==> src/rtl/core/lzw_byte_compressor_assert.svh <==
// assertion macros shared by the lzw compressor modules
`ifndef LZW_BYTE_COMPRESSOR_ASSERT_SVH
`define LZW_BYTE_COMPRESSOR_ASSERT_SVH

`ifndef SYNTHESIS
// property that must hold at every clock edge out of reset
`define LZWC_ASSERT(label, clk, rst, prop, msg) \
   label: assert property (@(posedge clk) disable iff (rst) prop) else $error(msg);
// condition that must never be seen at a clock edge out of reset
`define LZWC_ASSERT_NEVER(label, clk, rst, expr, msg) \
   label: assert property (@(posedge clk) disable iff (rst) !(expr)) else $error(msg);
`else
`define LZWC_ASSERT(label, clk, rst, prop, msg)
`define LZWC_ASSERT_NEVER(label, clk, rst, expr, msg)
`endif

`endif

==> src/rtl/core/lzwc_pkg.sv <==
package lzwc_pkg;

   // code and dictionary sizing
   localparam int DICT_ENTRIES = 4096;
   localparam int CODE_W       = 12;
   localparam int BYTE_W       = 8;
   localparam int CODE_SPACE   = 1 << CODE_W;
   localparam int CODE_LIMIT   = (DICT_ENTRIES < CODE_SPACE) ? DICT_ENTRIES : CODE_SPACE;
   localparam int FREE_W       = CODE_W + 1;
   localparam int FIRST_FREE   = 1 << BYTE_W;
   localparam int KEY_W        = CODE_W + BYTE_W;

   // hash table at least twice the number of codes, so a probe always ends
   localparam int HASH_BITS    = $clog2(CODE_LIMIT) + 1;
   localparam int HASH_SLOTS   = 1 << HASH_BITS;
   localparam int EPOCH_W      = 8;

   typedef logic [CODE_W-1:0]    code_type;
   typedef logic [BYTE_W-1:0]    byte_type;
   typedef logic [FREE_W-1:0]    free_type;
   typedef logic [HASH_BITS-1:0] hash_type;
   typedef logic [EPOCH_W-1:0]   epoch_type;

   // one hash slot: stream epoch, key pair and the code it stands for
   typedef struct packed {
      epoch_type epoch;
      code_type  prefix;
      byte_type  data;
      code_type  code;
   } slot_type;

   // port of the dictionary memory
   typedef struct packed {
      logic     wr_en;
      hash_type wr_addr;
      slot_type wr_data;
      hash_type rd_addr;
   } dict_req_type;

   // code handed to the output queue
   typedef struct packed {
      logic     push;
      code_type code;
      logic     last;
   } emit_type;

   // fold the (prefix, byte) key down to a slot index
   function automatic hash_type hash_index(code_type prefix, byte_type data);
      logic [KEY_W-1:0] key;
      key = {data, prefix};
      return key[HASH_BITS-1:0] ^ hash_type'(key >> HASH_BITS);
   endfunction

endpackage

==> src/rtl/core/lzwc_out_q.sv <==
`include "lzw_byte_compressor_assert.svh"

module lzwc_out_q (
   input  logic                clock,
   input  logic                reset,
   input  lzwc_pkg::emit_type  emit,
   output logic                emit_ready,
   output logic                rsp_valid,
   input  logic                rsp_stall,
   output lzwc_pkg::code_type  rsp_code,
   output logic                rsp_last_code
);

   typedef struct packed {
      lzwc_pkg::code_type code;
      logic               last;
   } entry_type;

   entry_type  entry_ff [2];
   logic       wr_ptr_ff, wr_ptr_in;
   logic       rd_ptr_ff, rd_ptr_in;
   logic [1:0] count_ff, count_in;
   logic       push, pop;

   // two-entry queue between the sequencer and the result channel
   assign emit_ready = (count_ff != 2'd2);
   assign push       = emit.push && emit_ready;
   assign pop        = (count_ff != 2'd0) && !rsp_stall;

   always_comb begin
      wr_ptr_in = wr_ptr_ff;
      rd_ptr_in = rd_ptr_ff;
      count_in  = count_ff;
      if (push) begin
         wr_ptr_in = !wr_ptr_ff;
      end
      if (pop) begin
         rd_ptr_in = !rd_ptr_ff;
      end
      if (push && !pop) begin
         count_in = count_ff + 2'd1;
      end else if (pop && !push) begin
         count_in = count_ff - 2'd1;
      end
   end

   always_ff @(posedge clock) begin
      if (reset) begin
         wr_ptr_ff <= 1'b0;
         rd_ptr_ff <= 1'b0;
         count_ff  <= 2'd0;
      end else begin
         wr_ptr_ff <= wr_ptr_in;
         rd_ptr_ff <= rd_ptr_in;
         count_ff  <= count_in;
      end
   end

   // queue storage
   always_ff @(posedge clock) begin
      if (push) begin
         entry_ff[wr_ptr_ff] <= '{code: emit.code, last: emit.last};
      end
   end

   assign rsp_valid     = (count_ff != 2'd0);
   assign rsp_code      = entry_ff[rd_ptr_ff].code;
   assign rsp_last_code = entry_ff[rd_ptr_ff].last;

   `LZWC_ASSERT_NEVER(a_q_overfill, clock, reset, count_ff > 2'd2, "output queue over two items")
   `LZWC_ASSERT(a_q_count, clock, reset, (push && !pop) |=> (count_ff == $past(count_ff) + 2'd1), "queue count lost a push")

endmodule

==> config.mk <==
export PLATFORM = sky130hd
export DESIGN_NAME = lzwc_out_q
export DESIGN_NICKNAME = d
export VERILOG_FILES = /design/src/rtl/core/lzwc_pkg.sv /design/src/rtl/core/lzwc_out_q.sv
export VERILOG_INCLUDE_DIRS = /design/src /design/src/rtl/core
export SDC_FILE = /design/constraint.sdc
export NUM_CORES = 1
export LEC_CHECK = 0
export BUFFER_PORTS_ARGS = -buffer_cell sky130_fd_sc_hd__buf_2
export CAP_MARGIN = 20
export CORE_MARGIN = 4
export CORE_UTILIZATION = 55
export CTS_BUF_LIST = sky130_fd_sc_hd__clkbuf_4 sky130_fd_sc_hd__clkbuf_8
export DETAILED_ROUTE_END_ITERATION = 8
export GPL_TIMING_DRIVEN = 0
export PLACE_DENSITY = 0.92
export SLEW_MARGIN = 0
export SYNTH_ARGS = -nofsm -noshare
export SYNTH_HDL_FRONTEND = slang
export SYNTH_SLANG_ARGS = --single-unit
==> constraint.sdc <==
create_clock -name clock -period 2.4 [get_ports clock]
set_input_delay 0.12 -clock clock [delete_from_list [all_inputs] [get_ports clock]]
set_output_delay 0.12 -clock clock [all_outputs]
set_load 0.03 [all_outputs]
=== Word level (Yosys, flattened, before mapping) ===
Memory sizes are Yosys's and may differ from the RTL's. A register that Yosys moved wholly into a read port is not among the register bits.
Cells that the tools add are included.

* Register bits after elaboration: 4
* Latch bits: 0
* Bits in writable memories: 26
* Memory bits (read-only): 0
* Input port bits: 17
* Output and inout bits: 15
* Logic and storage cells: 24
* Memories: 1

* Add/subtract/negate cells: 2
* $mul: 0
* Divide/modulo/power cells: 0
* $lt $le $gt $ge: 0
* Eq/ne operators: 1
* Shifts and indexed selects: 0
* Muxes and demuxes: 6
* Bitwise operators: 0
* Reductions and logical operators: 11

{| class="wikitable"
|+ Memory list
! memory !! depth !! bits a word !! rd ports !! clocked after Yosys merged registers in !! write ports !! RTL line !! RTL
|-
| entry_ff || 2 || 13 || 1 || 1 || 1 || lzwc_out_q.sv:19 || <nowiki>entry_type entry_ff [2];</nowiki>
|}

{| class="wikitable"
|+ Operator list
! cell !! number
|-
| $logic_not A1 Y1 || 5
|-
| $logic_and A1 B1 Y1 || 4
|-
| $mux W1 || 4
|-
| $mux W2 || 2
|-
| $reduce_bool A2 Y1 || 2
|-
| $add A2 B1 Y2 const B || 1
|-
| $ne A2 B2 Y1 const B || 1
|-
| $sub A2 B1 Y2 const B || 1
|}

=== Logic depth before layout (Yosys ltp) ===
* Word-level depth: 6
* Mapped depth: 6
* Gate-level depth less buffers: 6

=== Worst setup path before layout ===
Ideal clock, no wire load.

* Path type: register -> register
* Start point: register count_ff[0]
* End point: register count_ff[1]
* Library setup time: 0.070 ns
* Arrival time: 1.477 ns
* Data required time: 2.330 ns
* Setup slack: 0.853 ns
* Stages on the path, launching flop included: 6
* Path buffers: 0
* Clock period less this slack: 1.547 ns
* Cell sequence: dfxtp_1 > nand2b_4 > and2_1 > ha_1 > or3_1 > a21oi_1

* Cells in the longest elaborated chain, start to end: 5
* Elaborated cells on any way between the ends: 13
* Those cells by class: add/sub: 2; eq/ne: 1; mux: 2; reduce/logical: 8

{| class="wikitable"
|+ RTL lines
! element !! RTL line !! RTL
|-
| start: declaration || lzwc_out_q.sv:22 || <nowiki>logic [1:0] count_ff, count_in;</nowiki>
|-
| start signal: assignment || lzwc_out_q.sv:55 || <nowiki>count_ff <= count_in;</nowiki>
|-
| $ne A2 B2 Y1 (*) || lzwc_out_q.sv:26 || <nowiki>assign emit_ready = (count_ff != 2'd2);</nowiki>
|-
| net emit_ready || lzwc_out_q.sv:7 || <nowiki>output logic emit_ready,</nowiki>
|-
| $logic_and A1 B1 Y1 (*) || lzwc_out_q.sv:27 || <nowiki>assign push = emit.push && emit_ready;</nowiki>
|-
| net push || lzwc_out_q.sv:23 || <nowiki>logic push, pop;</nowiki>
|-
| $logic_not A1 Y1 || lzwc_out_q.sv:42 || <nowiki>end else if (pop && !push) begin</nowiki>
|-
| $logic_and A1 B1 Y1 || lzwc_out_q.sv:42 ||
|-
| $reduce_bool A2 Y1 (no source line) || n/a ||
|}

The timed path passes the listed nets; every way through them passes the cells marked *. The select of a mux whose other input is x is not followed.
A chain may end at the register's enable or synchronous reset.

==> flow_metrics.tcl <==
set metrics [dict create \
    outcome "completed" \
    drv_cap 0 \
    clkSlewWorstSetupHoldPaths_ps 90 \
    fillers 128 \
    crit_type "reg -> out" \
    cts_tree "done" \
    clk_latency_ps 310 \
    min_from "reset" \
    post-route-util 0.775 \
    rr_endpoint "count_ff[1]$_SDFFE_PP0P_" \
    reg2reg_slack_ps 800 \
    fp.dieArea_mm2 0.00292 \
    finalSetupViolCount 0 \
    cts_root_buffer "clkbuf_4" \
    syn_inst 64 \
    vias 719 \
    detail_route.first_pass.iterations 4 \
    wl_per_cell_um 13.7 \
    hold_path_depth 2 \
    grt_overflow_total 0 \
    synth_nets 82 \
    slew_headroom 0.596 \
    grt_use_total 0.155 \
    synth_cell_type_count 18 \
    cp.required_ps 2280 \
    drc 0 \
    io_buffers 31 \
    synth_area_per_cell_um2 18.2 \
    synth_edf_count 26 \
    place_ws_ps 820 \
    die_w_um 54.0 \
    core_mm2 0.00198 \
    ant_nets 0 \
    cts_made_buffers 5 \
    crit_path_start_kind "flop" \
    antenna_found_initial 0 \
    reg2reg_from "count_ff[0]$_SDFFE_PP0P_" \
    area_growth_pct 31.9 \
    gp_congestion 0.675 \
    worstHoldPathType "in -> reg" \
    viasPerCell 5.03 \
    h-tree-depth 2 \
    p_per_area_mw_per_mm2 1010 \
    layout-drive-gt1-share 0.466 \
    cp.arrival_ps 1510 \
    ir_worst_vdd_mv 0.713 \
    synth_seq_cells 31 \
    clockBufferDepth 2 \
    synthTopCellsByArea "edfxtp_1, mux2_2, dfxtp_1, xor2_1, nand2b_4" \
    hold_end "wr_ptr_ff$_SDFFE_PP0P_" \
    rr_worst_depth 6 \
    yosysWarnings 0 \
    layout_worst_path_cycle_share 0.680 \
    synth_ff_type "edfxtp_1" \
    end_kind "output pin" \
    dp_hpwl_um 1340 \
    seq_area_frac_synth 0.756 \
    netlist_area_mm2 0.00116 \
    grt_pass1_wl_um 2950 \
    ioPinCount 32 \
    tightest_slew_ps 606 \
    cts_num_sinks 31 \
    tns_ps 0 \
    post-route-min-period_ps 1630 \
    grt_max_degree 14 \
    yosysTopAreaCell "edfxtp_1" \
    crit_fanout 10 \
    p_leak_uw 0.000611 \
    drv_slew 0 \
    fin_total_pwr_uw 1550 \
    start_util 0.588 \
    n_antenna_cell 0 \
    drt_wl_total_um 1960 \
    drtIter0Drc 12 \
    grt_pass1_vias 750 \
    rsz0062_at_grt "no" \
    synth_top_area_share 0.670 \
    fmax_mhz 612 \
    die_y_um 54.0 \
    fin_ws_ps 767 \
    nets 133 \
    skew_ps 10.0 \
    synth_async_sr_flop_share 0 \
    hold_viol_final 0 \
    std_cell_rows 16 \
]
-- final cells by class --
cell class	count	area, um^2	share of cell area
Buffer	1	5.00	0.00326
Clock buffer	6	45.0	0.0293
Clock inverter	2	7.51	0.00489
Inverter	1	3.75	0.00244
Multi-Input combinational cell	31	275	0.179
Sequential cell	31	881	0.573
Tap cell	27	33.8	0.0220
Timing Repair Buffer	44	285	0.186
-- per-layer routing --
layer	wire length, um	GRT usage	vias to the layer above
met2	992	0.276	26
met3	115	0.0776	2
met5	0	0	-
li1	-	-	345
met4	19	0.0747	0
met1	835	0.146	346
-- power breakdown --
part	internal, uW	leakage [uW]	switching [uW]
Combinational	219	0.000296	339
Clock	119	0.0000307	147
Sequential	679	0.000284	46.4
-- cell families after synthesis --
logic type	synth area share
flip-flops	0.756
buffers and inverters	0.00751
XOR/XNOR	0.0226
multiplexers	0.126
AND/OR/NAND/NOR	0.0494
AO/OA/AOI/OAI	0.0279
adder cells (fa/ha/maj)	0.0107
-- cells in the final DEF, fill, tap and decap left out, drive strengths merged, types with 2 or more instances in the layout --
| master | netlist | layout |
|---|---|---|
| buf | 1 | 32 |
| edfxtp | 26 | 26 |
| mux2 | 13 | 13 |
| dlygate4sd3 | 0 | 13 |
| clkbuf | 0 | 6 |
| dfxtp | 5 | 5 |
| xor2 | 3 | 3 |
| nor2 | 3 | 3 |
| a21oi | 2 | 2 |
| clkinv | 0 | 2 |
-- flip-flops by register name, summed over array words and instances, names as in the netlist, named ones only --
register	count
entry_ff	26
rd_ptr_ff	1
count_ff	2
wr_ptr_ff	1
-- metrics by stage --
stage	hold WS, ps	area (um^2)	std cells
5_1_grt	20.1	1540	143
6_report	27.1	1540	143
2_1_floorplan	189	1160	64
3_5_place_dp	312	1350	122
4_1_cts	10.2	1540	143
3_3_place_gp	308	1350	122
-- worst max path at each step --
stage / start / end / slack [ps]
after floorplan: count_ff[0]$_SDFFE_PP0P_ / count_ff[1]$_SDFFE_PP0P_ / 850
after global placement: count_ff[0]$_SDFFE_PP0P_ / count_ff[1]$_SDFFE_PP0P_ / 890
after detailed placement: count_ff[0]$_SDFFE_PP0P_ / count_ff[1]$_SDFFE_PP0P_ / 820
after CTS: flop / rsp_code[5] / 750
after global routing: flop / rsp_code[10] / 690
final: flop / rsp_code[5] / 770
-- repair_timing --
item,CTS,global route
resized for setup,0,0
hold buffers,13,0
buffers inserted,0,0
endpoints found under the hold margin,26,0
-- worst max-delay path, stage by stage, from the launching register on --
cell     delay (ps)
dfxtp_1         390
buf_2           280
mux2_2          370
buf_2           180
-- synthesized netlist by cell type, drive strengths merged, types with 2 or more instances --
| cell | n |
|---|---|
| mux2 | 13 |
| a21oi | 2 |
| xor2 | 3 |
| edfxtp | 26 |
| nor2 | 3 |
| dfxtp | 5 |
Power figures use the tool's default switching activity.
