===== config.mk =====
export PLATFORM = sky130hd
export DESIGN_NAME = lzwc_ctrl
export DESIGN_NICKNAME = d
export VERILOG_FILES = /design/src/rtl/core/lzwc_pkg.sv /design/src/rtl/core/lzwc_ctrl.sv
export VERILOG_INCLUDE_DIRS = /design/src /design/src/rtl/core
export SDC_FILE = /design/constraint.sdc
export NUM_CORES = 1
export LEC_CHECK = 0
export ABC_CLOCK_PERIOD_IN_PS = 4000
export BUFFER_PORTS_ARGS = -buffer_cell sky130_fd_sc_hd__buf_2
export CAP_MARGIN = 20
export CORE_MARGIN = 2
export CORE_UTILIZATION = 53
export DETAILED_ROUTE_END_ITERATION = 8
export GPL_TIMING_DRIVEN = 1
export PLACE_DENSITY = 0.85
export REMOVE_ABC_BUFFERS = 1
export SKIP_LAST_GASP = 1
export SYNTH_ARGS = -nofsm -noshare
export SYNTH_HDL_FRONTEND = slang
export SYNTH_SLANG_ARGS = --single-unit

===== constraint.sdc =====
create_clock -name clock -period 4 [get_ports clock]
set_input_delay 0.4 -clock clock [delete_from_list [all_inputs] [get_ports clock]]
set_output_delay 0.4 -clock clock [all_outputs]
set_load 0.05 [all_outputs]

===== src/rtl/core/lzw_byte_compressor_assert.svh =====
// assertion macros shared by the lzw compressor modules
`ifndef LZW_BYTE_COMPRESSOR_ASSERT_SVH
`define LZW_BYTE_COMPRESSOR_ASSERT_SVH

`ifndef SYNTHESIS
// property that must hold at every clock edge out of reset
`define LZWC_ASSERT(label, clk, rst, prop, msg) \
   label: assert property (@(posedge clk) disable iff (rst) prop) else $error(msg);
// condition that must never be seen at a clock edge out of reset
`define LZWC_ASSERT_NEVER(label, clk, rst, expr, msg) \
   label: assert property (@(posedge clk) disable iff (rst) !(expr)) else $error(msg);
`else
`define LZWC_ASSERT(label, clk, rst, prop, msg)
`define LZWC_ASSERT_NEVER(label, clk, rst, expr, msg)
`endif

`endif


===== src/rtl/core/lzwc_pkg.sv =====
package lzwc_pkg;

   // code and dictionary sizing
   localparam int DICT_ENTRIES = 4096;
   localparam int CODE_W       = 12;
   localparam int BYTE_W       = 8;
   localparam int CODE_SPACE   = 1 << CODE_W;
   localparam int CODE_LIMIT   = (DICT_ENTRIES < CODE_SPACE) ? DICT_ENTRIES : CODE_SPACE;
   localparam int FREE_W       = CODE_W + 1;
   localparam int FIRST_FREE   = 1 << BYTE_W;
   localparam int KEY_W        = CODE_W + BYTE_W;

   // hash table at least twice the number of codes, so a probe always ends
   localparam int HASH_BITS    = $clog2(CODE_LIMIT) + 1;
   localparam int HASH_SLOTS   = 1 << HASH_BITS;
   localparam int EPOCH_W      = 8;

   typedef logic [CODE_W-1:0]    code_type;
   typedef logic [BYTE_W-1:0]    byte_type;
   typedef logic [FREE_W-1:0]    free_type;
   typedef logic [HASH_BITS-1:0] hash_type;
   typedef logic [EPOCH_W-1:0]   epoch_type;

   // one hash slot: stream epoch, key pair and the code it stands for
   typedef struct packed {
      epoch_type epoch;
      code_type  prefix;
      byte_type  data;
      code_type  code;
   } slot_type;

   // port of the dictionary memory
   typedef struct packed {
      logic     wr_en;
      hash_type wr_addr;
      slot_type wr_data;
      hash_type rd_addr;
   } dict_req_type;

   // code handed to the output queue
   typedef struct packed {
      logic     push;
      code_type code;
      logic     last;
   } emit_type;

   // fold the (prefix, byte) key down to a slot index
   function automatic hash_type hash_index(code_type prefix, byte_type data);
      logic [KEY_W-1:0] key;
      key = {data, prefix};
      return key[HASH_BITS-1:0] ^ hash_type'(key >> HASH_BITS);
   endfunction

endpackage


===== src/rtl/core/lzwc_ctrl.sv =====
`include "lzw_byte_compressor_assert.svh"

module lzwc_ctrl (
   input  logic                   clock,
   input  logic                   reset,
   input  logic                   req_valid,
   output logic                   req_stall,
   input  lzwc_pkg::byte_type     req_data_byte,
   input  logic                   req_end_of_stream,
   output lzwc_pkg::dict_req_type dict_req,
   input  lzwc_pkg::slot_type     dict_rd_data,
   output lzwc_pkg::emit_type     emit,
   input  logic                   emit_ready
);

   typedef enum logic [5:0] {
      ST_CLEAR     = 6'b000001,
      ST_IDLE      = 6'b000010,
      ST_READ      = 6'b000100,
      ST_COMPARE   = 6'b001000,
      ST_PUSH_MISS = 6'b010000,
      ST_PUSH_LAST = 6'b100000
   } state_type;

   state_type           state_ff, state_in;
   lzwc_pkg::hash_type  clear_idx_ff, clear_idx_in;
   lzwc_pkg::epoch_type epoch_ff, epoch_in;
   lzwc_pkg::code_type  prefix_ff, prefix_in;
   logic                prefix_valid_ff, prefix_valid_in;
   lzwc_pkg::free_type  next_free_ff, next_free_in;
   lzwc_pkg::hash_type  probe_ff, probe_in;
   lzwc_pkg::byte_type  byte_ff, byte_in;
   logic                eos_ff, eos_in;
   lzwc_pkg::code_type  emit_code_ff, emit_code_in;
   logic                slot_live, slot_hit;

   // a slot counts only if written in the current stream epoch
   assign slot_live = (dict_rd_data.epoch == epoch_ff);
   assign slot_hit  = slot_live && (dict_rd_data.prefix == prefix_ff)
                      && (dict_rd_data.data == byte_ff);

   assign req_stall = (state_ff != ST_IDLE);

   // sequencer: table clear, lookup, probe, insert and emit
   always_comb begin
      state_in        = state_ff;
      clear_idx_in    = clear_idx_ff;
      epoch_in        = epoch_ff;
      prefix_in       = prefix_ff;
      prefix_valid_in = prefix_valid_ff;
      next_free_in    = next_free_ff;
      probe_in        = probe_ff;
      byte_in         = byte_ff;
      eos_in          = eos_ff;
      emit_code_in    = emit_code_ff;
      dict_req        = '0;
      dict_req.rd_addr = probe_ff;
      emit            = '0;
      unique case (state_ff)
         ST_CLEAR: begin
            dict_req.wr_en   = 1'b1;
            dict_req.wr_addr = clear_idx_ff;
            clear_idx_in     = clear_idx_ff + 1'b1;
            if (clear_idx_ff == '1) begin
               state_in = ST_IDLE;
            end
         end
         ST_IDLE: begin
            if (req_valid) begin
               byte_in = req_data_byte;
               eos_in  = req_end_of_stream;
               if (!prefix_valid_ff) begin
                  prefix_in       = lzwc_pkg::code_type'(req_data_byte);
                  prefix_valid_in = 1'b1;
                  state_in        = req_end_of_stream ? ST_PUSH_LAST : ST_IDLE;
               end else begin
                  probe_in = lzwc_pkg::hash_index(prefix_ff, req_data_byte);
                  state_in = ST_READ;
               end
            end
         end
         ST_READ: begin
            state_in = ST_COMPARE;
         end
         ST_COMPARE: begin
            if (slot_hit) begin
               prefix_in = dict_rd_data.code;
               state_in  = eos_ff ? ST_PUSH_LAST : ST_IDLE;
            end else if (slot_live) begin
               probe_in = probe_ff + 1'b1;
               state_in = ST_READ;
            end else begin
               // miss: emit the prefix, add the pair in the empty slot while free codes remain
               emit_code_in = prefix_ff;
               if (next_free_ff < lzwc_pkg::free_type'(lzwc_pkg::CODE_LIMIT)) begin
                  dict_req.wr_en   = 1'b1;
                  dict_req.wr_addr = probe_ff;
                  dict_req.wr_data = '{epoch:  epoch_ff,
                                       prefix: prefix_ff,
                                       data:   byte_ff,
                                       code:   next_free_ff[lzwc_pkg::CODE_W-1:0]};
                  next_free_in     = next_free_ff + 1'b1;
               end
               prefix_in = lzwc_pkg::code_type'(byte_ff);
               state_in  = ST_PUSH_MISS;
            end
         end
         ST_PUSH_MISS: begin
            emit.push = 1'b1;
            emit.code = emit_code_ff;
            emit.last = 1'b0;
            if (emit_ready) begin
               state_in = eos_ff ? ST_PUSH_LAST : ST_IDLE;
            end
         end
         ST_PUSH_LAST: begin
            emit.push = 1'b1;
            emit.code = prefix_ff;
            emit.last = 1'b1;
            if (emit_ready) begin
               prefix_in       = '0;
               prefix_valid_in = 1'b0;
               next_free_in    = lzwc_pkg::free_type'(lzwc_pkg::FIRST_FREE);
               state_in        = ST_IDLE;
               // new epoch retires all entries; wrap needs a full clear
               if (next_free_ff != lzwc_pkg::free_type'(lzwc_pkg::FIRST_FREE)) begin
                  if (epoch_ff == '1) begin
                     epoch_in     = lzwc_pkg::epoch_type'(1);
                     clear_idx_in = '0;
                     state_in     = ST_CLEAR;
                  end else begin
                     epoch_in = epoch_ff + 1'b1;
                  end
               end
            end
         end
         default: begin
            state_in = ST_IDLE;
         end
      endcase
   end

   // control state
   always_ff @(posedge clock) begin
      if (reset) begin
         state_ff        <= ST_CLEAR;
         clear_idx_ff    <= '0;
         epoch_ff        <= lzwc_pkg::epoch_type'(1);
         prefix_ff       <= '0;
         prefix_valid_ff <= 1'b0;
         next_free_ff    <= lzwc_pkg::free_type'(lzwc_pkg::FIRST_FREE);
      end else begin
         state_ff        <= state_in;
         clear_idx_ff    <= clear_idx_in;
         epoch_ff        <= epoch_in;
         prefix_ff       <= prefix_in;
         prefix_valid_ff <= prefix_valid_in;
         next_free_ff    <= next_free_in;
      end
   end

   // per-item payload
   always_ff @(posedge clock) begin
      probe_ff     <= probe_in;
      byte_ff      <= byte_in;
      eos_ff       <= eos_in;
      emit_code_ff <= emit_code_in;
   end

   `LZWC_ASSERT_NEVER(a_free_range, clock, reset, next_free_ff > lzwc_pkg::free_type'(lzwc_pkg::CODE_LIMIT), "next free code past the limit")
   `LZWC_ASSERT_NEVER(a_epoch_zero, clock, reset, (state_ff != ST_CLEAR) && (epoch_ff == '0), "cleared epoch in use")
   `LZWC_ASSERT(a_last_restarts, clock, reset, (emit.push && emit.last && emit_ready) |=> (!prefix_valid_ff && next_free_ff == lzwc_pkg::free_type'(lzwc_pkg::FIRST_FREE)), "stream end did not restart dictionary")

endmodule


* After elaboration in Yosys (flattened, before gate mapping)
Index checks and enable logic that the tools add are counted. W data, S select, Z words.
Storage, ports and cells: output and inout bits 82, logic and storage cells 102, register bits after elaboration 87
Operators by class: magnitude comparators 1, eq/ne operators 26, add/subtract/negate cells 4, multiplexer cells 42, bitwise gates (word level) 3, reduce and logical (&&, ||, !) cells 16
Operator list (number):
- $mux W54 | 3
- $mux W13 | 11
- $pmux W13 S2 | 3
- $mux W12 | 5
- $pmux W14 S2 | 2
- $mux W6 | 8
- $mux W40 | 1
- $add A13 B1 Y13 const B | 3
- $pmux W12 S3 | 1
- $pmux W6 S6 | 1
- $ne A2 B2 Y1 const B | 12
- $eq A8 B8 Y1 | 2
- $reduce_and A5 Y1 | 3
- $eq A13 B13 Y1 const B | 1
- $lt A13 B13 Y1 const B | 1
- $ne A13 B9 Y1 const B | 1
- $xor A13 B7 Y13 | 1
- $eq A12 B12 Y1 | 1
- $reduce_and A3 Y1 | 3
- $add A8 B1 Y8 const B | 1
- $eq A8 B8 Y1 const B | 1
- $mux W8 | 1
- $reduce_and A4 Y1 | 2
- $reduce_bool A2 Y1 | 4
- 16 further kinds | 20

* Depth between registers and ports, before layout
Gate-level depths: netlist of the first run.
depth after elaboration 5, gate-level depth with buffers 10

* Worst setup path after synthesis of the first run
No wires, ideal clock.
path type register -> output, start register state_ff[4], end output emit[1] in the netlist's numbering, cell stages (with the launch flop) 6, slack 1.083 ns, required time 3.600 ns, arrival time 2.517 ns, cell sequence dfxtp_1 or4_4 or2_1 buf_6 clkbuf_1 o21ai_0
RTL lines:
- start, declared | line lzwc_ctrl.sv:25 | state_type state_ff, state_in;
- start signal, assigned | line lzwc_ctrl.sv:153 | state_ff <= state_in;
- end, declared | line lzwc_ctrl.sv:12 | output lzwc_pkg::emit_type emit,

==> results.ini, run 1 <==
[outcome]
status=completed

[route]
drt_wl_total_um=13300
drt_first_pass_iters=4
vias=4575
wl_per_cell_um=16.8
vias_per_cell=5.75
drt_iter0_markers=319
drc=0
drtAntennaViolNets=0

[floorplanning]
die_h_um=101
die_area_um2=10200
row_count=35
ios=135
start_util=0.541
design.core.area_um2=9200
die_w_um=101

[worst_setup_path]
cp_data_required_time_ns=3.60
crit_type=register to output port
cp_slowest_cell=nor4_1
start_kind=register
critPathMaxFanout=29
slowest_delay_ns=0.86
cp_cell_sequence=xor2_1 > nor4_1 > a211oi_4 > buf_4 > or2_2 > buf_2
path_buf_inv=2
critPathLaunch=epoch_ff[4]
cp-end-kind=output port
regToRegSetupSlack_ns=0.97
critPathTopFamily=simple AND/OR/NAND/NOR gates
arrival_ns=2.68
rr_startpoint=epoch_ff[4]

[yosys]
yosysTopAreaCellShare=0.213
yosys-top-cells-area=dfxtp_1 (21%), edfxtp_1 (21%), xor2_1 (9.0%)
synth_seq_area_share=0.418
synth_common_cells=nand2_1 (62), dfxtp_1 (53), xor2_1 (51)
synth_top_area_cell=dfxtp_1
synth_area_per_cell_um2=8.90
ys_types=53
ys_ff_latch=87
synth_edf_count=34
synth_warnings=0
syn_inst=559
ys.flop_type=dfxtp_1
async_reset_ff_frac=0
syn_area_um2=4980
synth.most_common_cell=nand2_1

[grt]
grt_use_met2=0.432
busiest_layer=met2
grt_use_met3=0.0492
grt_pass1_wl_um=20900
grt_max_degree=37
met1_usage=0.347
grt_usage=0.263
antenna_found_initial=0
grt_pass1_vias=4283
overflow=0

[clock_network]
cts_root_buf=clkbuf_8
cts_buffers=9
cts_sinks=87
clk_latency_ns=0.38
tritoncts=yes
hold_buffers=0
clk_pin_slew_ns=0.10
clockBufferDepth=2
h-tree-depth=3
cts_resized=0
cts_setup_buffers=0

[placement]
place_ws_ns=0.886
numPortBuffers=134
hpwl_um=9970
gp_routability_congestion=0.899
dp.cells=779

[sta]
worst_slack_ns=0.918
max_freq_ghz=0.324
fin_worst_skew_ns=0.0172
post-route-period-util=0.770
worstMarginPinSlew_ns=1.01
slew_headroom=0.317
slew_violations=0
hold_viol=0
setup_viol=0
whs_ns=0.255
layout_min_cycle_time_ns=3.08
rsz0062_at_grt=false

[cells_and_area]
num-nets-final=738
areaGrowthSynthToFinish_pct=19.2
post-route-util=0.645
drive_gt1_frac=0.260
fin_cells=796
diodes=0

[pwr]
comb_power_share=0.174
ir_drop_v=0.000154
p_int_mw=1.37
swShare=0.310
power.leakage_nw=2.46
p_switching_mw=0.617
power.density_nw_per_um2=336
p_total_mw=1.99
pwr-share-seq=0.512
clkPwrFrac=0.314

[min_path]
min_path_type=input port to register
hold_start=req_data_byte[3]

[run]
max_cap_violations=0

==> sequential cells by signal (all words and copies together), names as in the netlist, 6 cells and up <==
signal and flops:
prefix_ff 12, state_ff 6, byte_ff 8, probe_ff 13, next_free_ff 13, epoch_ff 8, emit_code_ff 12, clear_idx_ff 13
==> metrics by stage <==
step,area (µm²),setup TNS [ns]
CTS,5930,0
floorplan,4850,-59.86
global route,5930,0
detailed placement,5730,0
finish,5930,0
global placement,5720,0
==> layout by cell type, fill, tap and decap left out, types with 5 or more instances in the layout <==
cell type,count
nand3_1,20
nand2_1,62
buf_2,134
mux2_2,8
a21oi_1,13
edfxtp_1,34
dfxtp_1,53
xnor2_1,22
a22o_1,17
nand4_1,5
buf_4,6
and3_1,11
ha_1,5
clkbuf_8,9
nor3_1,11
inv_1,16
o21ai_0,33
xor2_1,51
a211oi_1,8
nor4_1,14
a221oi_1,5
and2_1,46
nor2_1,48
==> power by group through the flow <==
| stage | sequential, mW | clock (mW) | combinational, mW |
|---|---|---|---|
| final | 1.02 | 0.625 | 0.347 |
| after global routing | 1.03 | 0.669 | 0.376 |
| after CTS | 1.02 | 0.630 | 0.340 |
| after detailed placement | 1.04 | 0 | 0.338 |
| after global placement | 1.03 | 0 | 0.329 |
| after floorplan | 1.06 | 0 | 0.198 |
==> per-layer routing <==
layer	wire length, µm	vias up
met5	0	-
met1	5630	2137
met4	317	0
li1	-	2199
met2	6400	212
met3	985	27
==> worst paths after layout <==
path | cells past startpoint | endpoint
max | 6 | dict_req[66]
min | 1 | byte_ff[3]
max reg2reg | 6 | prefix_ff[7]
min reg2reg | 2 | next_free_ff[10]
==> kinds of logic after synthesis <==
family,Yosys count,share of synthesized area
multiplexers,9,0.0201
adder cells (fa/ha/maj),5,0.0126
AO/OA/AOI/OAI,98,0.138
buffers and inverters,49,0.0400
AND/OR/NAND/NOR,238,0.243
flip-flops,87,0.418
XOR/XNOR,73,0.128
==> cell type report <==
class	instances	area, µm²
fillers	777	3260
repair buffers	142	734
inverters	17	68.8
well taps	111	139
clock buffers	9	124
flip-flops and latches	87	2080
multi-input cells	423	2710
clock inverters	7	71.3
No activity file was read; power rests on OpenSTA's default activity.
==> inputs of run 2 (changes only) <==
- ABC_CLOCK_PERIOD_IN_PS: 4000 -> 3200
- clock period: 4 -> 3.2 ns (I/O delays scaled with it)
==> run 2 against run 1 <==
Compared with the run above:
- count of clock-buffer cells in the layout rose by 3
- critical path type unchanged
- largest cell class unchanged
- core utilization rose by 0.68 points
- via count rose by 0.92%
- largest power group unchanged
==> results.ini, run 2 (same netlist as run 1, synthesis figures left out) <==
[cells_and_area]
num-nets-final=745  ; +0.95%
post-route-util=0.652  ; +0.00680
areaGrowthSynthToFinish_pct=20.5
diodes=0  ; unchanged
largestRegisters=clear_idx_ff (13), next_free_ff (13), probe_ff (13)
final_cell_mix=buf_2 (134), nand2_1 (62), dfxtp_1 (53)
drive_gt1_frac=0.266  ; +0.00604
final_common_cell=buf_2

[grt]
grt_use_met2=0.442  ; +0.0103
grt_use_met3=0.0381  ; -0.0111
met1_usage=0.351  ; +0.00451
busiest_layer=met2
overflow=0  ; unchanged
grt_pass1_vias=4299  ; +0.37%
grt_usage=0.266  ; +0.00259
antenna_found_initial=0  ; unchanged
grt_max_degree=39  ; +5.4%
grt_pass1_wl_um=21200  ; +1.7%

[pwr]
power.density_nw_per_um2=423  ; +26%
pwr-share-seq=0.502  ; -0.010
p_int_mw=1.77  ; +29%
clkPwrFrac=0.323  ; +0.009
comb_power_share=0.174  ; about the same
swShare=0.300  ; -0.00973
power.leakage_nw=2.49  ; +1.4%
p_switching_mw=0.760  ; +23%
ir_drop_v=0.000278  ; +80%

[route]
drt_wl_total_um=13500  ; +1.5%
drc=0  ; unchanged
wl_per_cell_um=16.9  ; +0.62%
drt_iter0_markers=440  ; +38%
vias=4617  ; +0.92%
drtAntennaViolNets=0  ; unchanged
drt_first_pass_iters=5  ; +1
vias_per_cell=5.75  ; about the same

[floorplanning]
start_util=0.541  ; unchanged
design.core.area_um2=9200  ; unchanged
die_area_um2=10200  ; unchanged
die_w_um=101  ; unchanged
row_count=35  ; unchanged
ios=135  ; unchanged
die_h_um=101  ; unchanged

[run]
max_cap_violations=0  ; unchanged

[clock_network]
tritoncts=yes
cts_root_buf=clkbuf_8
cts_resized=0  ; unchanged
h-tree-depth=3  ; unchanged
clockBufferDepth=2  ; unchanged
clk_latency_ns=0.36  ; -0.02 ns
cts_buffers=9  ; unchanged
cts_setup_buffers=0  ; unchanged
hold_buffers=0  ; unchanged
clk_pin_slew_ns=0.09  ; about the same
cts_sinks=87  ; unchanged

[sta]
post-route-period-util=0.878
hold_viol=0  ; unchanged
slew_violations=0  ; unchanged
layout_min_cycle_time_ns=2.81
slew_headroom=0.574  ; +0.257
setup_viol=0  ; unchanged
fin_worst_skew_ns=0.0119  ; -0.00530 ns
worstMarginPinSlew_ns=0.634  ; -0.381 ns
whs_ns=0.171  ; -0.0836 ns
rsz0062_at_grt=false
max_freq_ghz=0.356

[worst_setup_path]
crit_type=register to output port
cp-end-kind=output port
arrival_ns=2.49  ; -0.19 ns
cp_data_required_time_ns=2.88  ; -0.72 ns
critPathMaxFanout=15  ; -48%
start_kind=register

[outcome]
status=completed

[placement]
hpwl_um=9890  ; -0.80%
gp_routability_congestion=0.862  ; -4.1%
numPortBuffers=134  ; unchanged

[min_path]
min_path_type=input port to register

-- run 2: per-layer routing --
| metal | share of wire | up-vias | wire, µm |
|---|---|---|---|
| li1 | - | 2212 | - |
| met1 | 0.42 | 2142 | 5620 |
| met2 | 0.48 | 230 | 6460 |
| met3 | 0.085 | 33 | 1140 |
| met4 | 0.023 | 0 | 316 |
| met5 | 0 | - | 0 |
-- run 2: power groups by stage --
| stage | Clock (mW) | Combinational (mW) | Sequential [mW] |
|---|---|---|---|
| 2_1_floorplan | 0 | 0.247 | 1.32 |
| 3_3_place_gp | 0 | 0.420 | 1.29 |
| 3_5_place_dp | 0 | 0.430 | 1.30 |
| 4_1_cts | 0.821 | 0.433 | 1.27 |
| 5_1_grt | 0.866 | 0.483 | 1.28 |
| 6_report | 0.819 | 0.441 | 1.27 |
-- run 2: area by class of cell --
| class | count | area (µm²) |
|---|---|---|
| sequential | 87 | 2080 |
| fill | 727 | 3200 |
| clock buffer | 12 | 156 |
| multi-input combinational | 423 | 2710 |
| clock inverter | 4 | 52.6 |
| timing repair buffer | 149 | 783 |
| tap | 111 | 139 |
| inverter | 17 | 68.8 |
-- run 2: final timing paths --
| path | startpoint | endpoint | slack [ns] | cells after the start |
|---|---|---|---|---|
| worst max register to register | state_ff[4] | prefix_ff[6] | 0.56 | 7 |
| worst min-delay path | req_data_byte[2] | byte_ff[2] | 0.17 | 1 |
| worst min register to register | clear_idx_ff[1] | clear_idx_ff[1] | 0.52 | 2 |
| worst max-delay path | state_ff[5] | emit[7] | 0.39 | 5 |
-- run 2: through the flow --
step | total power [mW] | cell area, µm² | setup TNS [ns] | instances | setup slack, ns
2_1_floorplan | 1.57 | 4850 | -109.14 | 527 | -2.14
3_3_place_gp | 1.71 | 5780 | 0 | 786 | 0.687
3_5_place_dp | 1.73 | 5780 | 0 | 786 | 0.605
4_1_cts | 2.53 | 5990 | 0 | 802 | 0.443
5_1_grt | 2.63 | 6000 | 0 | 803 | 0.206
6_report | 2.53 | 6000 | 0 | 803 | 0.391
-- run 2: worst max-delay path, cell delays in order, from the launching register on --
cell and delay, ns:
dfxtp_1 0.40, nor4_1 0.49, and3b_1 0.65, nand2_1 0.14, o21ai_0 0.13, buf_2 0.31
==> inputs of run 3 (changes only) <==
- CORE_UTILIZATION: 53 -> 55
- CTS_BUF_LIST: unset -> sky130_fd_sc_hd__clkbuf_8
- PLACE_DENSITY: 0.85 -> 0.87
==> run 3 against run 2 <==
Compared with the run above:
- clock skew decreased by 0.0024 ns
- sequential share of layout area grew 0.21 points
- largest cell class unchanged
- register-to-register slack worse by 0.13 ns
- combinational power rose by 2%
- global-route usage up 2.0 points
- critical endpoint is now emit[8]
- cell count shrank 0.37%
- largest power group unchanged
- critical path type unchanged
- sequential power hardly changed
==> results.ini, run 3 (same netlist as run 1, synthesis figures left out) <==
[outcome]
status=completed

[worst_setup_path]
path_buf_inv=1  ; unchanged
critPathMaxFanout=15  ; unchanged
cp_slowest_cell=and3b_1
cp_data_required_time_ns=2.88  ; about the same
cp_cell_sequence=nor4_1 > and3b_1 > nand2_1 > o21ai_0 > buf_2
start_kind=register
crit_type=register to output port
critPathTopFamily=simple AND/OR/NAND/NOR gates
cp-end-kind=output port
slowest_delay_ns=0.64  ; about the same
arrival_ns=2.47  ; -0.02 ns

[pwr]
p_total_mw=2.43  ; -4.2%
power.density_nw_per_um2=407  ; -3.7%
ir_drop_v=0.000216  ; -22%
p_int_mw=1.65  ; -7.1%
comb_power_share=0.186  ; +0.012
clkPwrFrac=0.288  ; -0.035
power.leakage_nw=2.49  ; -0.30%
pwr-share-seq=0.525  ; +0.023
p_switching_mw=0.778  ; +2.4%
swShare=0.321  ; +0.0207

[cells_and_area]
num-nets-final=745  ; unchanged
drive_gt1_frac=0.269  ; +0.00289
final_cell_mix=buf_2 (134), nand2_1 (62), dfxtp_1 (53)
areaGrowthSynthToFinish_pct=19.7
finish.instance_area_um2=5960  ; -0.61%
fin_cells=800  ; -0.37%
ff_latch_area_um2=2080  ; unchanged
filler_cell_count=685  ; -5.8%
final_common_cell=buf_2
multi_input_area_um2=2710  ; unchanged
diodes=0  ; unchanged
post-route-util=0.680  ; +0.0281
largestRegisters=clear_idx_ff (13), next_free_ff (13), probe_ff (13)

[placement]
hpwl_um=10300  ; +4.5%
place_area_um2=5770  ; -0.19%
dp.cells=782  ; -0.51%
gp_routability_congestion=0.887  ; +2.9%
place_ws_ns=0.544  ; -0.0605 ns
numPortBuffers=134  ; unchanged

[clock_network]
clockBufferDepth=2  ; unchanged
cts_root_buf=clkbuf_8
cts_sinks=87  ; unchanged
h-tree-depth=3  ; unchanged
cts_setup_buffers=0  ; unchanged
cts_buffers=9  ; unchanged
tritoncts=yes
clk_latency_ns=0.36  ; about the same
hold_buffers=0  ; unchanged
clk_pin_slew_ns=0.09  ; about the same
cts_resized=0  ; unchanged

[grt]
grt_usage=0.286  ; +0.0198
overflow=0  ; unchanged
grt_pass1_wl_um=22400  ; +5.3%
antenna_found_initial=0  ; unchanged
grt_max_degree=40  ; +2.6%
grt_pass1_vias=4483  ; +4.3%

[route]
drc=0  ; unchanged
vias_per_cell=5.88  ; +2.3%
drt_wl_total_um=14100  ; +4.2%
wl_per_cell_um=17.6  ; +4.6%
drt_first_pass_iters=6  ; +1
drt_iter0_markers=384  ; -13%
vias=4705  ; +1.9%
drtAntennaViolNets=0  ; unchanged

[sta]
post-route-period-util=0.873  ; -0.00450
slew_violations=0  ; unchanged
fin_worst_skew_ns=0.00948  ; -0.00240 ns
layout_min_cycle_time_ns=2.79  ; -0.0144 ns
tns_ns=0  ; unchanged
worst_slack_ns=0.406  ; +0.0144 ns
slew_headroom=0.545  ; -0.0291
worstMarginPinSlew_ns=0.682  ; +0.0485 ns
hold_viol=0  ; unchanged
rsz0062_at_grt=false
max_freq_ghz=0.358  ; +0.52%
whs_ns=0.188  ; +0.0169 ns
setup_viol=0  ; unchanged

[floorplanning]
start_util=0.568  ; +0.0267
die_area_um2=9830  ; -3.5%
ios=135  ; unchanged
row_count=34  ; -2.9%
die_w_um=99.1  ; -1.8%
design.core.area_um2=8760  ; -4.7%
die_h_um=99.1  ; -1.8%

[run]
max_cap_violations=0  ; unchanged

[min_path]
min_path_type=input port to register

==> run 3: cell types whose count changed in the layout (fill, tap and decap cells not counted), sizes merged <==
| cell | before | now |
|---|---|---|
| clkbuf | 13 | 9 |
| buf | 148 | 149 |
| clkinvlp | 3 | 2 |
| clkinv | 1 | 5 |
| bufinv | 1 | 0 |
| inv | 16 | 17 |
==> run 3: worst reg2reg max path, delay by kind of cell, from the launching register on <==
family / cells / cell delay [ns]
simple gates: 4 / 1.74
buf+inv: 1 / 0.16
flops: 1 / 0.37
compound gates: 2 / 0.36
==> run 3: cell type report <==
type | count | area share
inverter | 17 | 0.0115
clock inverter | 7 | 0.00819
clock buffer | 9 | 0.0208
timing repair buffer | 149 | 0.132
sequential | 87 | 0.349
multi-input combinational | 423 | 0.455
tap | 108 | 0.0227
==> run 3: power groups by stage <==
| stage | combinational [mW] | clock, mW | sequential [mW] |
|---|---|---|---|
| after global routing | 0.486 | 0.746 | 1.28 |
| after floorplan | 0.247 | 0 | 1.32 |
| after detailed placement | 0.436 | 0 | 1.30 |
| after CTS | 0.440 | 0.697 | 1.27 |
| after global placement | 0.422 | 0 | 1.29 |
| final | 0.452 | 0.700 | 1.27 |
==> run 3: path summary, 6_finish.rpt <==
check	endpoint	depth (start not counted)	slack [ns]	start
max	emit[8]	5	0.41	state_ff[5]
min	byte_ff[5]	1	0.19	req_data_byte[5]
max reg2reg	prefix_ff[6]	7	0.43	state_ff[4]
min reg2reg	clear_idx_ff[1]	2	0.52	clear_idx_ff[1]
==> run 3: routing by layer <==
layer | global-route usage | part of all wire | vias up
met1 | 0.352 | 0.39 | 2206
li1 | - | - | 2207
met2 | 0.485 | 0.49 | 250
met3 | 0.0548 | 0.079 | 42
met5 | 0 | 0 | -
met4 | 0.131 | 0.034 | 0
